==> src/rtl/d2h_pkg.sv <==
// ----------------------------------------------------------------------------
// d2h_pkg: shared constants and types for the binary64 to binary16 converter
// Holds format field widths, special encodings and the decode record.
// ----------------------------------------------------------------------------
package d2h_pkg;

   localparam int unsigned DBL_W      = 64;
   localparam int unsigned HALF_W     = 16;
   localparam logic [10:0] EXP_ALL1   = 11'h7FF;
   localparam logic [15:0] HALF_INF   = 16'h7C00;
   localparam logic [15:0] NAN_RESET  = 16'h7E00;
   localparam int          EXP_BIAS64 = 1023;
   localparam int          SUBNORM_MIN = -25;
   localparam int          NORMAL_MIN  = -14;
   localparam int          SUBNORM_BASE = 28;
   localparam int          NORMAL_SHIFT = 42;

   typedef enum logic [1:0] {
      CLS_ZERO,
      CLS_INF,
      CLS_NAN,
      CLS_FINITE
   } cls_type;

   // Decoded operand handed from the input stage to the rounding stage.
   typedef struct packed {
      logic        sign;
      cls_type     cls;
      logic [10:0] ebits;
      logic [52:0] sig;
   } dec_type;

endpackage

==> src/rtl/d2h_round.sv <==
// ----------------------------------------------------------------------------
// d2h_round: rounding and packing of one decoded operand
// Right shift with round to nearest even, then exponent, overflow and packing.
// ----------------------------------------------------------------------------
module d2h_round (
   input  d2h_pkg::dec_type dec,
   input  logic [15:0]      canonical_nan,
   output logic [15:0]      half_bits
);

   logic signed [12:0] e;
   logic [5:0]         sh;
   logic [52:0]        q;
   logic [52:0]        rem;
   logic [52:0]        halfw;
   logic [52:0]        mask;
   logic [11:0]        r;
   logic [5:0]         he;
   logic [15:0]        sgn;

   always_comb begin
      e     = $signed({2'b00, dec.ebits}) - 13'sd1023;
      sgn   = {dec.sign, 15'd0};
      if (e < 13'(d2h_pkg::NORMAL_MIN)) begin
         sh = 6'(13'(d2h_pkg::SUBNORM_BASE) - e);
      end else begin
         sh = 6'(d2h_pkg::NORMAL_SHIFT);
      end
      q     = dec.sig >> sh;
      mask  = (53'd1 << sh) - 53'd1;
      rem   = dec.sig & mask;
      halfw = 53'd1 << (sh - 6'd1);
      r     = 12'(q);
      if (rem > halfw || (rem == halfw && q[0])) begin
         r = r + 12'd1;
      end
      he = 6'(e + 13'sd15);
      half_bits = sgn;
      case (dec.cls)
         d2h_pkg::CLS_NAN:  half_bits = canonical_nan;
         d2h_pkg::CLS_INF:  half_bits = sgn | d2h_pkg::HALF_INF;
         d2h_pkg::CLS_ZERO: half_bits = sgn;
         d2h_pkg::CLS_FINITE: begin
            if (e < 13'(d2h_pkg::SUBNORM_MIN)) begin
               half_bits = sgn;
            end else if (e < 13'(d2h_pkg::NORMAL_MIN)) begin
               // A carry into bit 10 naturally encodes the smallest normal.
               half_bits = sgn | {5'd0, r[10:0]};
            end else if (e > 13'sd15) begin
               half_bits = sgn | d2h_pkg::HALF_INF;
            end else begin
               if (r == 12'h800) begin
                  r  = 12'h400;
                  he = he + 6'd1;
               end
               if (he >= 6'h1F) begin
                  half_bits = sgn | d2h_pkg::HALF_INF;
               end else begin
                  half_bits = sgn | {1'b0, he[4:0], r[9:0]};
               end
            end
         end
         default: half_bits = sgn;
      endcase
   end

endmodule

==> src/rtl/double_to_half_convert_unit.sv <==
// ----------------------------------------------------------------------------
// double_to_half_convert_unit: binary64 to binary16 conversion
// Input register, decode and round logic, result register with skid stage.
// ----------------------------------------------------------------------------
// Converts one binary64 pattern per item to binary16, rounding to nearest
// even. The input register is decoded and rounded in a single pass into the
// result register, or the skid stage if stalled. One item is accepted
// every cycle while req_ready is high; a stalled result side is absorbed by a
// one-entry skid stage, so req_ready drops only once both stages are full.
// csr_wr_en writes the NaN pattern and should be used only while idle.
module double_to_half_convert_unit (
   input  logic        clock,
   input  logic        reset,
   input  logic        req_valid,
   output logic        req_ready,
   input  logic [63:0] req_double_bits,
   output logic        rsp_valid,
   input  logic        rsp_ready,
   output logic [15:0] rsp_half_bits,
   input  logic        csr_wr_en,
   input  logic [15:0] csr_wr_data
);

   logic             in_vld_ff;
   logic [63:0]      in_data_ff;
   logic             out_vld_ff;
   logic [15:0]      out_data_ff;
   logic             skid_vld_ff;
   logic [15:0]      skid_data_ff;
   logic [15:0]      nan_ff;
   d2h_pkg::dec_type dec;
   logic [15:0]      half_bits;
   logic             adv;

   always_comb begin
      dec.sign  = in_data_ff[63];
      dec.ebits = in_data_ff[62:52];
      dec.sig   = {1'b1, in_data_ff[51:0]};
      if (dec.ebits == d2h_pkg::EXP_ALL1) begin
         dec.cls = (in_data_ff[51:0] == 52'd0) ? d2h_pkg::CLS_INF : d2h_pkg::CLS_NAN;
      end else if (dec.ebits == 11'd0) begin
         dec.cls = d2h_pkg::CLS_ZERO;
      end else begin
         dec.cls = d2h_pkg::CLS_FINITE;
      end
   end

   d2h_round u_round (
      .dec           (dec),
      .canonical_nan (nan_ff),
      .half_bits     (half_bits)
   );

   // The input stage moves on unless the skid stage is occupied.
   assign req_ready     = !skid_vld_ff;
   assign adv           = in_vld_ff && !skid_vld_ff;
   assign rsp_valid     = out_vld_ff;
   assign rsp_half_bits = out_data_ff;

   always_ff @(posedge clock) begin
      if (reset) begin
         in_vld_ff   <= 1'b0;
         out_vld_ff  <= 1'b0;
         skid_vld_ff <= 1'b0;
         nan_ff      <= d2h_pkg::NAN_RESET;
      end else begin
         if (csr_wr_en) begin
            nan_ff <= csr_wr_data;
         end
         if (req_ready) begin
            in_vld_ff <= req_valid;
         end
         if (!out_vld_ff || rsp_ready) begin
            if (skid_vld_ff) begin
               out_vld_ff  <= 1'b1;
               skid_vld_ff <= 1'b0;
            end else begin
               out_vld_ff <= adv;
            end
         end else if (adv) begin
            skid_vld_ff <= 1'b1;
         end
      end
      if (req_ready) begin
         in_data_ff <= req_double_bits;
      end
      if (!out_vld_ff || rsp_ready) begin
         out_data_ff <= skid_vld_ff ? skid_data_ff : half_bits;
      end else if (adv) begin
         skid_data_ff <= half_bits;
      end
   end

   a_skid_needs_out: assert property (@(posedge clock) disable iff (reset)
      skid_vld_ff |-> out_vld_ff) else $error("skid full without result");
   a_stall_holds: assert property (@(posedge clock) disable iff (reset)
      (out_vld_ff && !rsp_ready) |=> (out_vld_ff && $stable(out_data_ff)))
      else $error("stalled result changed");
   a_in_to_out: assert property (@(posedge clock) disable iff (reset)
      (in_vld_ff && !skid_vld_ff && (!out_vld_ff || rsp_ready)) |=> out_vld_ff)
      else $error("item lost between stages");

endmodule

==> config.mk <==
export PLATFORM = sky130hd
export DESIGN_NAME = double_to_half_convert_unit
export DESIGN_NICKNAME = d
export VERILOG_FILES = /design/src/rtl/d2h_pkg.sv /design/src/rtl/d2h_round.sv /design/src/rtl/double_to_half_convert_unit.sv
export SDC_FILE = /design/constraint.sdc
export NUM_CORES = 1
export LEC_CHECK = 0
export ABC_AREA = 1
export BUFFER_PORTS_ARGS = -buffer_cell sky130_fd_sc_hd__buf_2
export CORE_ASPECT_RATIO = 0.7
export CORE_UTILIZATION = 24
export DETAILED_ROUTE_END_ITERATION = 16
export GPL_TIMING_DRIVEN = 0
export HOLD_SLACK_MARGIN = 0.15
export PLACE_DENSITY_LB_ADDON = 0.12
export SYNTH_ARGS = -nofsm -noshare
export SYNTH_HDL_FRONTEND = slang
export SYNTH_HIERARCHICAL = 1
export SYNTH_SLANG_ARGS = --single-unit
==> constraint.sdc <==
create_clock -name clock -period 16.9 [get_ports clock]
set_clock_uncertainty 0.1 [all_clocks]
set_input_delay 0 -clock clock [delete_from_list [all_inputs] [get_ports clock]]
set_output_delay 0 -clock clock [all_outputs]
set_load 0.01 [all_outputs]
==> Yosys cells after proc, flatten, opt, wreduce, memory -nomap -nowiden <==
Cells that the tools add are included.
{ "classes": {"order_cmp": 5, "addsub": 7, "n_shift": 3, "n_reduce_logical": 11, "bitwise_logic": 4, "n_mux": 22, "eq_ne": 6} }
{ "ops": {"columns": ["cell", "n"], "rows": [
  ["1-bit by 6-bit << shifter with 53-bit output (first input constant)", 2],
  ["16-bit two-way mux", 5],
  ["16-bit case mux with 4 select lines", 1],
  ["53-bit AND", 1],
  ["53-bit == test", 1],
  ["53-bit greater-than comparator", 1],
  ["53-bit by 6-bit right shift with 12-bit output", 1],
  ["53-bit by 1-bit subtractor with 53-bit output (second input constant)", 1],
  ["52-bit logical NOT", 1],
  ["10-bit two-way mux", 5],
  ["6-bit two-way mux", 6],
  ["16-bit by 11-bit OR with 16-bit output", 1],
  ["16-bit by 15-bit OR with 16-bit output", 1],
  ["12-bit by 1-bit adder with 12-bit output (second input constant)", 1],
  ["12-bit == test (second input constant)", 1],
  ["12-bit by 5-bit greater-than comparator with 1-bit output (second input constant)", 1],
  ["12-bit by 5-bit less-than comparator with 1-bit output (second input constant)", 1],
  ["12-bit by 6-bit less-than comparator with 1-bit output (second input constant)", 1],
  ["12-bit two-way mux", 1],
  ["11-bit by 10-bit subtractor with 12-bit output (second input constant)", 1],
  ["11-bit == test (second input constant)", 1],
  ["11-bit logical NOT", 1],
  ["6-bit by 1-bit adder with 6-bit output (second input constant)", 1],
  ["6-bit by 5-bit adder with 6-bit output (second input constant)", 1],
  ["14 further kinds", 20]
]} }
{ "totals": {"reg_bits": 115, "out_inout_bits": 18, "word_cells": 65, "input_bits": 85} }

==> Logic depth before layout (Yosys ltp) <==
Gate-level depths: netlist of run 1.
{ "depth": {"depth_word": 23, "depth_mapped": 68, "depth_no_buf": 66} }

==> Cells and area by module <==
The synthesis of run 1 kept the hierarchy.
{ "by_module_without_submodules": {"columns": ["mod", "area_per_inst_um2", "instances", "seq_area_each_um2", "cells_per_inst"], "rows": [
  ["d2h_round", 7611.0, 1, 0.0, 1510],
  ["double_to_half_convert_unit", 4018.9, 1, 3263.1, 296]
]} }

==> Least setup slack after synthesis of run 1 <==
Ideal clock, no wire load.
{ "synth_path": {"kind": "register -> register", "startpoint": "reg in_data_ff[52]", "endpoint": "reg out_data_ff[0] (netlist: rsp_half_bits[0]) (data pin)", "path_slack_ns": 8.898, "arrival_ns": 7.644, "stages_incl_launch_ff": 61, "period_less_slack_ns": 8.002, "path_buffers": 5, "cell_sequence": "edfxtp_1 -> inv_1 -> clkbuf_1 -> buf_1 -> ha_1 -> nand3_2 -> nand3_4 -> nand2_8 -> nor2_2 -> clkbuf_1 -> buf_2 -> nor2_1 -> inv_1 -> nor2_1 -> inv_1 -> ha_1 -> inv_1 -> nor3_2 -> [... 25 more ...] -> nand2_2 -> nor2_4 -> nand2_1 -> nand2_1 -> nand2_1 -> nor3_4 -> nand2_2 -> nand2_1 -> nand2_1 -> clkinv_1 -> nand2_2 -> o21bai_4 -> nand2_2 -> buf_6 -> nand3_1 -> nand2_1 -> nand2_1 -> nand2_1"} }
{ "synth_via": {"elab_chain_len": 23, "word_cells_on_any_way": 48, "cone_classes": "add/sub: 7; order compare: 5; eq/ne: 6; shift: 3; mux: 20; bitwise: 3; reduce/logical: 4"} }
{ "synth_rtl": {"columns": ["element", "line_no", "source"], "rows": [
  ["from (decl)", "double_to_half_convert_unit.sv:25", "logic [63:0] in_data_ff;"],
  ["from (signal assigned)", "double_to_half_convert_unit.sv:85", "in_data_ff <= req_double_bits;"],
  ["branches (longest 21 deep; another with 53-bit by 1-bit subtractor with 53-bit output)", null, null],
  ["16-bit case mux with 4 select lines (*)", "d2h_round.sv:39", "case (dec.cls)"],
  ["via half_bits[0]", "double_to_half_convert_unit.sv:32", "logic [15:0] half_bits;"],
  ["16-bit two-way mux (*)", "double_to_half_convert_unit.sv:88", "out_data_ff <= skid_vld_ff ? skid_data_ff : half_bits;"],
  ["to (signal assigned)", "double_to_half_convert_unit.sv:88", null],
  ["to (decl)", "double_to_half_convert_unit.sv:27", "logic [15:0] out_data_ff;"]
]} }
Mark *: on every way through the listed nets, which the timed path passes. The select of a mux whose other input is x is not followed.
A chain may end at the register's enable or synchronous reset.

==> Worst setup path in the final report of run 1 <==
Same ends and word-level chain as after synthesis.

==> summary.md, run 1 <==
| Metric | Value |
|---|---|
| Max-slew violations | 0 |
| Core area | 47900 sq um |
| IO buf count | 102 |
| Post-DRT Antenna Nets | 0 |
| Area leader, netlist | edfxtp_1 |
| Final GP Congestion | 0.997 |
| Setup TNS | 0 ps |
| CTS resizes | 0 |
| CP Max Fanout | 11 |
| Pin count of the biggest net entering global routing | 66 |
| Clock latency at the later pin of the worst-skew pair | 460 ps |
| Worst path arrival time | 13330 ps |
| Number of synthesized flops with an enable pin | 96 |
| Final hold vios | 0 |
| Num Clock Sinks | 115 |
| CTS Root Buffer Type | clkbuf_16 |
| YS warnings | 6 |
| Fin crit share | 0.782 |
| Power Density | 81.2 nW/um^2 |
| WHS | 293 ps |
| Dominant synthesized flop cell | edfxtp_1 |
| Number of synthesized register bits | 115 |
| Die area | 49400 sq um |
| Worst EP required | 17010 ps |
| TritonCTS Buffers | 17 |
| Diodes inserted | 0 |
| HPWL after DPL | 46.1 mm |
| GRT Total Usage | 0.231 |
| Fmax | 0.0757 GHz |
| Fin crit period | 13220 ps |
| Mapped cell area | 11600 sq um |
| Sequential fraction of the synthesis area | 0.281 |
| Antenna violations before repair | 1 |
| Slew Limit Headroom | 0.383 |
| Post-Syn Instances | 1806 |
| Cell repeated most along the worst path | nand2_1 |
| FILL cells | 5337 |
| Share of cells above drive strength 1 | 0.121 |
| Area Overhead vs Synth | 32.8% |
| Die Ht | 186 um |
| Via/cell ratio | 4.98 |
| Die extent in x | 265 um |
| RSZ-0062 raised after global routing | false |
| FP Rows | 67 |
| Mean Syn Cell Area | 6.44 sq um |
| Final setup fails | 0 |
| Vias in the first global route | 13000 |
| Worst-path clk slew | 60 ps |
| Top cell type's share of synthesized area | 0.248 |
| CTS H-tree depth | 4 |
| Worst-margin pin slew | 926 ps |
| Startpoint types | flip-flop |
| Fin nets | 2254 |
| Ys async rst share | 0 |
| Bufs on Longest Clock Path | 2 |
| IO Count | 103 |
| Vias | 13800 |
| Crit. End Element | flip-flop |
| DR WL/cell | 20.4 um |
| LEAKAGE | 7.27 nW |
| Crit-path slowest cell | buf_1 |
| Post-route DRC violation count | 0 |
| DRT Pass-1 Iters | 5 |
| Status | complete, no violations |
| CP peak stage delay | 710 ps |
| TritonCTS clock tree | yes |
| Total Routed Length | 56.6 mm |
| First-pass GRT wire length | 82.7 mm |
| Largest cells by area after synthesis | edfxtp_1 25%, nand2_1 16%, nand3_1 13% |
| Initial DRC count | 1579 |
| Max Cap Viol | 0 |
| Crit Path Class | flip-flop to flip-flop |
| Effective utilization at floorplan | 0.243 |
| Grt total ovfl | 0 |
| Peak VDD IR | 0.0000734 V |
| Post-synth cell types | 56 |
| Worst Hold Class | input port to flip-flop |
==> synth_stat cells, drive strengths merged, types with 12 or more instances <==
master	count
nand2	513
nor2	227
nand4	84
edfxtp	96
clkbuf	12
nor4	14
inv	215
ha	58
o21ai	53
dfxtp	19
nand3	313
nor3	41
a21oi	54
buf	57
==> through the flow <==
stage               instances  utilization  worst slack (ps)  area [sq um]  power [mW]
global route             2779        0.323              2940         15400        1.33
CTS                      2779        0.323              4140         15400        1.25
detailed placement       2568        0.272              4190         13000       0.810
floorplan                1809            -              8900         11600       0.653
global placement         2566        0.271              3910         13000       0.812
finish                   2779        0.323              3680         15400        1.25
==> registers in the layout, summed over array words and instances, names as in the netlist <==
name,count
skid_data_ff,16
rsp_half_bits,16
nan_ff,16
in_vld_ff,1
in_data_ff,64
skid_vld_ff,1
rsp_valid,1
==> worst max-delay path: cells and delay by family (launching register included) <==
family	cells	cell delay (ps)
AO/OA/AOI/OAI	5	690
adder cells (fa/ha/maj)	3	950
buffers and inverters	14	3600
flip-flops	1	620
AND/OR/NAND/NOR	38	6950
==> routing by layer <==
metal / up-vias / routed length (um) / GRT usage
li1: 6666 / - / -
met5: - / 139 / 0.0203
met2: 635 / 20600 / 0.297
met1: 6474 / 28700 / 0.352
met4: 2 / 923 / 0.0573
met3: 57 / 6230 / 0.0796
==> logic make-up (layout without fill, tap and decap cells) <==
| family | after synthesis | in the layout | synth area share |
|---|---|---|---|
| xor gates and xnor gates | 14 | 14 | 0.0105 |
| other | 1 | 4 | 0.000322 |
| and+or+nand+nor | 1199 | 1199 | 0.470 |
| AOI/OAI and AO/OA | 131 | 131 | 0.0635 |
| buffers and inverters | 287 | 602 | 0.112 |
| muxes | 1 | 1 | 0.000968 |
| adders and majority gates | 58 | 58 | 0.0624 |
| DFF | 115 | 115 | 0.281 |
==> path summary, 6_finish.rpt <==
kind / startpoint / endpoint / slack, ps / cells after the start
worst max-delay path: in_data_ff[52] / rsp_half_bits[0] / 3680 / 60
worst min-delay path: req_valid / in_vld_ff / 290 / 4
worst max register to register: in_data_ff[52] / rsp_half_bits[0] / 3680 / 60
worst min register to register: in_vld_ff / in_vld_ff / 400 / 2
==> report_power, final <==
group / leakage, nW / total (mW) / internal [mW] / switching (mW)
combinational: 5.81 / 0.509 / 0.172 / 0.337
sequential: 1.16 / 0.344 / 0.329 / 0.0146
clock: 0.303 / 0.401 / 0.248 / 0.153
==> cells in the final DEF (no fill, tap or decap), types with 5 or more instances in the layout <==
master,instances
nor3_1,36
buf_1,7
clkbuf_16,17
inv_1,198
dlygate4sd3_1,179
inv_2,17
o21ai_0,42
a21oi_1,54
nand4_1,82
nor2_4,9
nor4_1,14
clkbuf_1,12
buf_6,21
nand2_2,16
ha_1,58
xor2_1,10
buf_2,120
o21ai_1,10
nand2_1,495
o21a_1,5
nor2_2,12
edfxtp_1,96
dfxtp_1,19
clkinv_4,6
nor2_1,205
buf_4,12
nand3_1,309
==> cell type report <==
cell class                      instances  area, sq um  area share
Tap cell                              655          820      0.0531
Buffer                                 69          477      0.0309
Inverter                              218          823      0.0533
Sequential cell                       115         3260       0.211
Clock inverter                         15          205      0.0133
Timing Repair Buffer                  283         2340       0.152
Clock buffer                           17          425      0.0276
Multi-Input combinational cell       1407         7090       0.459
==> timing repair <==
action | in CTS | in global routing
hold endpoints to repair | 83 | 0
hold buffers | 179 | 0
buffers inserted | 0 | 0
Note: power is estimated with default switching activity, not from simulation.
==> run 2, diff against run 1 <==
clock period = 13 ns   (was 16.9 ns; I/O delays follow)
==> summary.md, run 2 (synthesis results as in run 1) <==
| Metric | Value |
|---|---|
| CP peak stage delay | 510 ps |
| Met3 Usage GRT | 0.0796 |
| Area Overhead vs Synth | 32.9% |
| Power Density | 106 nW/um^2 |
| Vias in the first global route | 13000 |
| DRT Pass-1 Iters | 6 |
| Max-slew violations | 0 |
| Fin crit period | 12400 ps |
| CTS Root Buffer Type | clkbuf_16 |
| Fmax | 0.0807 GHz |
| Die extent in x | 265 um |
| Crit-path slowest cell | nand4_1 |
| Worst Hold End | in_vld_ff |
| CP Max Fanout | 10 |
| R2R setup slack | 600 ps |
| Die area | 49400 sq um |
| Startpoint types | flip-flop |
| Final setup fails | 0 |
| Fin crit share | 0.954 |
| Worst path arrival time | 12510 ps |
| Worst setup margin | 602 ps |
| Pin count of the biggest net entering global routing | 66 |
| First-pass GRT wire length | 82.7 mm |
| CTS H-tree depth | 4 |
| Final Non-Filler Cells | 2780 |
| FF-to-FF Start | in_data_ff[52] |
| Post-DRT Antenna Nets | 0 |
| Num Clock Sinks | 115 |
| R2R depth | 63 |
| Hold path depth | 4 |
| Antenna violations before repair | 1 |
| Setup TNS | 0 ps |
| Fin nets | 2255 |
| Share of cells above drive strength 1 | 0.123 |
| Min-delay src | req_valid |
| Core Util, Final | 0.323 |
| Via/cell ratio | 4.97 |
| Worst EP required | 13110 ps |
| Post-route DRC violation count | 0 |
| Vias | 13800 |
| Worst-path clk slew | 60 ps |
| Most frequent cells in the layout | 495 x nand2_1, 309 x nand3_1, 205 x nor2_1 |
| CP delay by family, top | simple AND/OR/NAND/NOR gates |
| Final hold vios | 0 |
| Crit path depth | 63 |
| Largest Register | in_data_ff |
| FILL cells | 5335 |
| Grt total ovfl | 0 |
| Diodes inserted | 0 |
| IO Count | 103 |
| GRT Total Usage | 0.231 |
| Total Routed Length | 56.8 mm |
| Peak VDD IR | 0.0000953 V |
| Crit. End Element | flip-flop |
| M1 GR Usage | 0.352 |
| Core area | 47900 sq um |
| RSZ-0062 raised after global routing | false |
| CP bufs+invs | 17 |
| Commonest non-fill, non-tap cell in the layout | nand2_1 |
| Cell repeated most along the worst path | nand2_1 |
| TritonCTS Buffers | 17 |
| Initial DRC count | 1622 |
| LEAKAGE | 7.28 nW |
| FP Rows | 67 |
| Worst-margin pin slew | 891 ps |
| Placed cells | 2568 |
| Status | complete, no violations |
| Crit Path Class | flip-flop to flip-flop |
| Layer with the highest usage | met1 |
| Max FFs per register | 64 |
| Max Cap Viol | 0 |
| Effective utilization at floorplan | 0.243 |
| Bufs on Longest Clock Path | 2 |
| DR WL/cell | 20.4 um |
| Worst Hold Class | input port to flip-flop |
| TritonCTS clock tree | yes |
| Clock latency at the later pin of the worst-skew pair | 460 ps |
| DP Worst Slack | 293 ps |
| HPWL after DPL | 46.1 mm |
| Final GP Congestion | 0.997 |
| IO buf count | 102 |
| Die Ht | 186 um |
| Slew Limit Headroom | 0.398 |
| GRT met2 Usage | 0.297 |
| Crit Reg-Reg Endpoint | rsp_half_bits[0] |
run 2: area by class of cell:
cell class                 count  area [sq um]  area share
multi-input combinational   1407          7090       0.459
inverter                     218           823      0.0533
clock buffer                  17           425      0.0275
timing repair buffer         284          2350       0.152
tap                          655           820      0.0530
clock inverter                15           205      0.0133
buffer                        69           480      0.0311
sequential                   115          3260       0.211
run 2: repair_timing:
action / in CTS / in global routing
endpoints found under the hold margin: 83 / 0
buffers inserted: 0 / 1
gates resized for setup: 0 / 5
setup endpoints to repair: 0 / 30
hold buffers: 179 / 0
run 2: how the worst max path moves through the flow:
stage / slack, ps / startpoint / end
floorplan: 5000 / in_data_ff[52] / rsp_half_bits[0]
global placement: 10 / in_data_ff[52] / rsp_half_bits[0]
detailed placement: 290 / in_data_ff[52] / rsp_half_bits[0]
CTS: 240 / in_data_ff[52] / rsp_half_bits[0]
global route: 50 / in_data_ff[52] / rsp_half_bits[3]
finish: 600 / in_data_ff[52] / rsp_half_bits[0]
run 2: worst min-delay path: stages:
cell	delay, ps
dlygate4sd3_1	530
buf_2	100
o21ai_0	60
a21oi_1	110
run 2: power by group:
group | total, mW | switching (mW) | internal (mW)
clock network | 0.522 | 0.200 | 0.322
logic | 0.663 | 0.440 | 0.224
registers | 0.446 | 0.0185 | 0.428
total | 1.63 | 0.658 | 0.973
run 2: per-layer routing:
metal  wire length (um)  up-vias
met4                918        2
met3               5960       54
met5                139        -
li1                   -     6666
met2              20800      590
met1              28900     6502
run 2: metrics by stage:
step                power (mW)  cell area (sq um)  hold slack [ps]
floorplan                0.848              11600            -30.9
global placement          1.06              13000             76.7
detailed placement        1.05              13000             78.1
CTS                       1.63              15400              238
global route              1.73              15500              313
finish                    1.63              15500              292
==> run 3, diff against run 2 <==
BUFFER_PORTS_ARGS = -buffer_cell sky130_fd_sc_hd__clkbuf_2   (was -buffer_cell sky130_fd_sc_hd__buf_2)
==> summary.md, run 3 (synthesis results as in run 1) <==
| Metric | Value |
|---|---|
| Status | complete, no violations |
| IO buf count | 102 |
| R2R depth | 61 |
| Total chip power | 1.58 mW |
| Worst-margin pin slew | 850 ps |
| Area Overhead vs Synth | 32.1% |
| Worst path arrival time | 12170 ps |
| Post-route DRC violation count | 0 |
| Vias | 13800 |
| Setup TNS | 0 ps |
| Crit-path slowest cell | edfxtp_1 |
| CTS H-tree depth | 4 |
| Fin crit share | 0.929 |
| Via/cell ratio | 4.96 |
| Fmax | 0.0828 GHz |
| CTS Root Buffer Type | clkbuf_16 |
| FP Rows | 67 |
| FF-to-FF Start | in_data_ff[52] |
| Max Cap Viol | 0 |
| DRT Pass-1 Iters | 6 |
| R2R setup slack | 930 ps |
| Max-slew violations | 0 |
| Worst-path clk slew | 60 ps |
| Crit Reg-Reg Endpoint | rsp_half_bits[1] |
| Total Routed Length | 56.4 mm |
| GRT met2 Usage | 0.301 |
| Num Clock Sinks | 115 |
| GRT Total Usage | 0.230 |
| FILL cells | 5293 |
| Max FFs per register | 64 |
| Critical path startpoint | in_data_ff[52] |
| First-pass GRT wire length | 82.1 mm |
| Antenna violations before repair | 0 |
| Clock latency at the later pin of the worst-skew pair | 460 ps |
| RSZ-0062 raised after global routing | false |
| Final setup fails | 0 |
| DP Worst Slack | 409 ps |
| Worst setup margin | 929 ps |
| Final GP Congestion | 0.986 |
| DR WL/cell | 20.3 um |
| Vias in the first global route | 12700 |
| Initial DRC count | 1641 |
| Crit. End Element | flip-flop |
| Power Density | 103 nW/um^2 |
| IO Count | 103 |
| Worst Hold Class | input port to flip-flop |
| Diodes inserted | 0 |
| TritonCTS Buffers | 17 |
| HPWL after DPL | 46.4 mm |
| Slew Limit Headroom | 0.430 |
| Pin count of the biggest net entering global routing | 66 |
| Most frequent cells in the layout | 495 x nand2_1, 309 x nand3_1, 205 x nor2_1 |
| Worst Setup EP | rsp_half_bits[1] |
| Fin nets | 2252 |
| M1 GR Usage | 0.360 |
| Die area | 49400 sq um |
| Die Ht | 186 um |
| Die extent in x | 265 um |
| Largest Register | in_data_ff |
| Share of cells above drive strength 1 | 0.123 |
| Final hold vios | 0 |
| Layer with the highest usage | met1 |
| Fin crit period | 12070 ps |
| Cell repeated most along the worst path | nand2_1 |
| TritonCTS clock tree | yes |
| LEAKAGE | 7.25 nW |
| Crit path depth | 61 |
| CP bufs+invs | 16 |
| Peak VDD IR | 0.0000776 V |
| Commonest non-fill, non-tap cell in the layout | nand2_1 |
| Bufs on Longest Clock Path | 2 |
| Worst EP required | 13100 ps |
| CP delay by family, top | simple AND/OR/NAND/NOR gates |
| Core area | 47900 sq um |
| Crit Path Class | flip-flop to flip-flop |
| Post-DRT Antenna Nets | 0 |
| Min-delay src | req_double_bits[16] |
| Effective utilization at floorplan | 0.243 |
| Startpoint types | flip-flop |
| CP peak stage delay | 670 ps |
| CP Max Fanout | 11 |
| Grt total ovfl | 0 |
| Met3 Usage GRT | 0.0689 |
==> run 3: cell types whose count changed in the layout (fill, tap and decap cells not counted), moves of 3 or more <==
cell,change
buf_2,-102
clkbuf_2,+102
clkinv_2,+3
clkinv_4,-3
clkinvlp_4,+3
dlygate4sd3_1,-3
==> run 3: routing by layer <==
metal | wire length [um] | share of wire
met2 | 20900 | 0.37
met3 | 6110 | 0.11
met4 | 461 | 0.0082
met1 | 29000 | 0.51
met5 | 0 | 0
==> run 3: worst min-delay path by stage <==
stage | depth (start not counted) | slack [ps] | end
after floorplan | 1 | -30 | rsp_valid
after global placement | 1 | 80 | in_data_ff[11]
after detailed placement | 1 | 80 | in_data_ff[55]
after CTS | 2 | 150 | in_data_ff[16]
after global routing | 2 | 170 | in_data_ff[62]
final | 2 | 180 | in_data_ff[16]
==> run 3: cell type report <==
type	count	area [sq um]	area share
Multi-Input combinational cell	1407	7090	0.461
Timing Repair Buffer	281	2320	0.151
Clock inverter	14	139	0.00904
Clock buffer	18	429	0.0279
Tap cell	655	820	0.0534
Sequential cell	115	3260	0.212
Inverter	218	823	0.0536
Buffer	69	480	0.0313
==> run 3: what timing repair did <==
item	in CTS	in global routing
setup endpoints to repair	0	30
hold buffers	176	0
endpoints found under the hold margin	83	0
setup buffers	0	1
resized for setup	0	5
==> run 3: where the power goes <==
part / switching, mW / internal (mW) / leakage, nW
combinational: 0.438 / 0.223 / 5.82
sequential: 0.0192 / 0.428 / 1.16
clock: 0.197 / 0.280 / 0.267
==> run 3: metrics by stage <==
step / utilization / hold WS (ps) / std cells / cell area, sq um
after detailed placement: 0.272 / 78.6 / 2568 / 13000
final: 0.321 / 182 / 2777 / 15400
after global placement: 0.271 / 76.6 / 2566 / 13000
after floorplan: - / -30.9 / 1809 / 11600
after CTS: 0.321 / 153 / 2776 / 15300
after global routing: 0.321 / 168 / 2777 / 15400
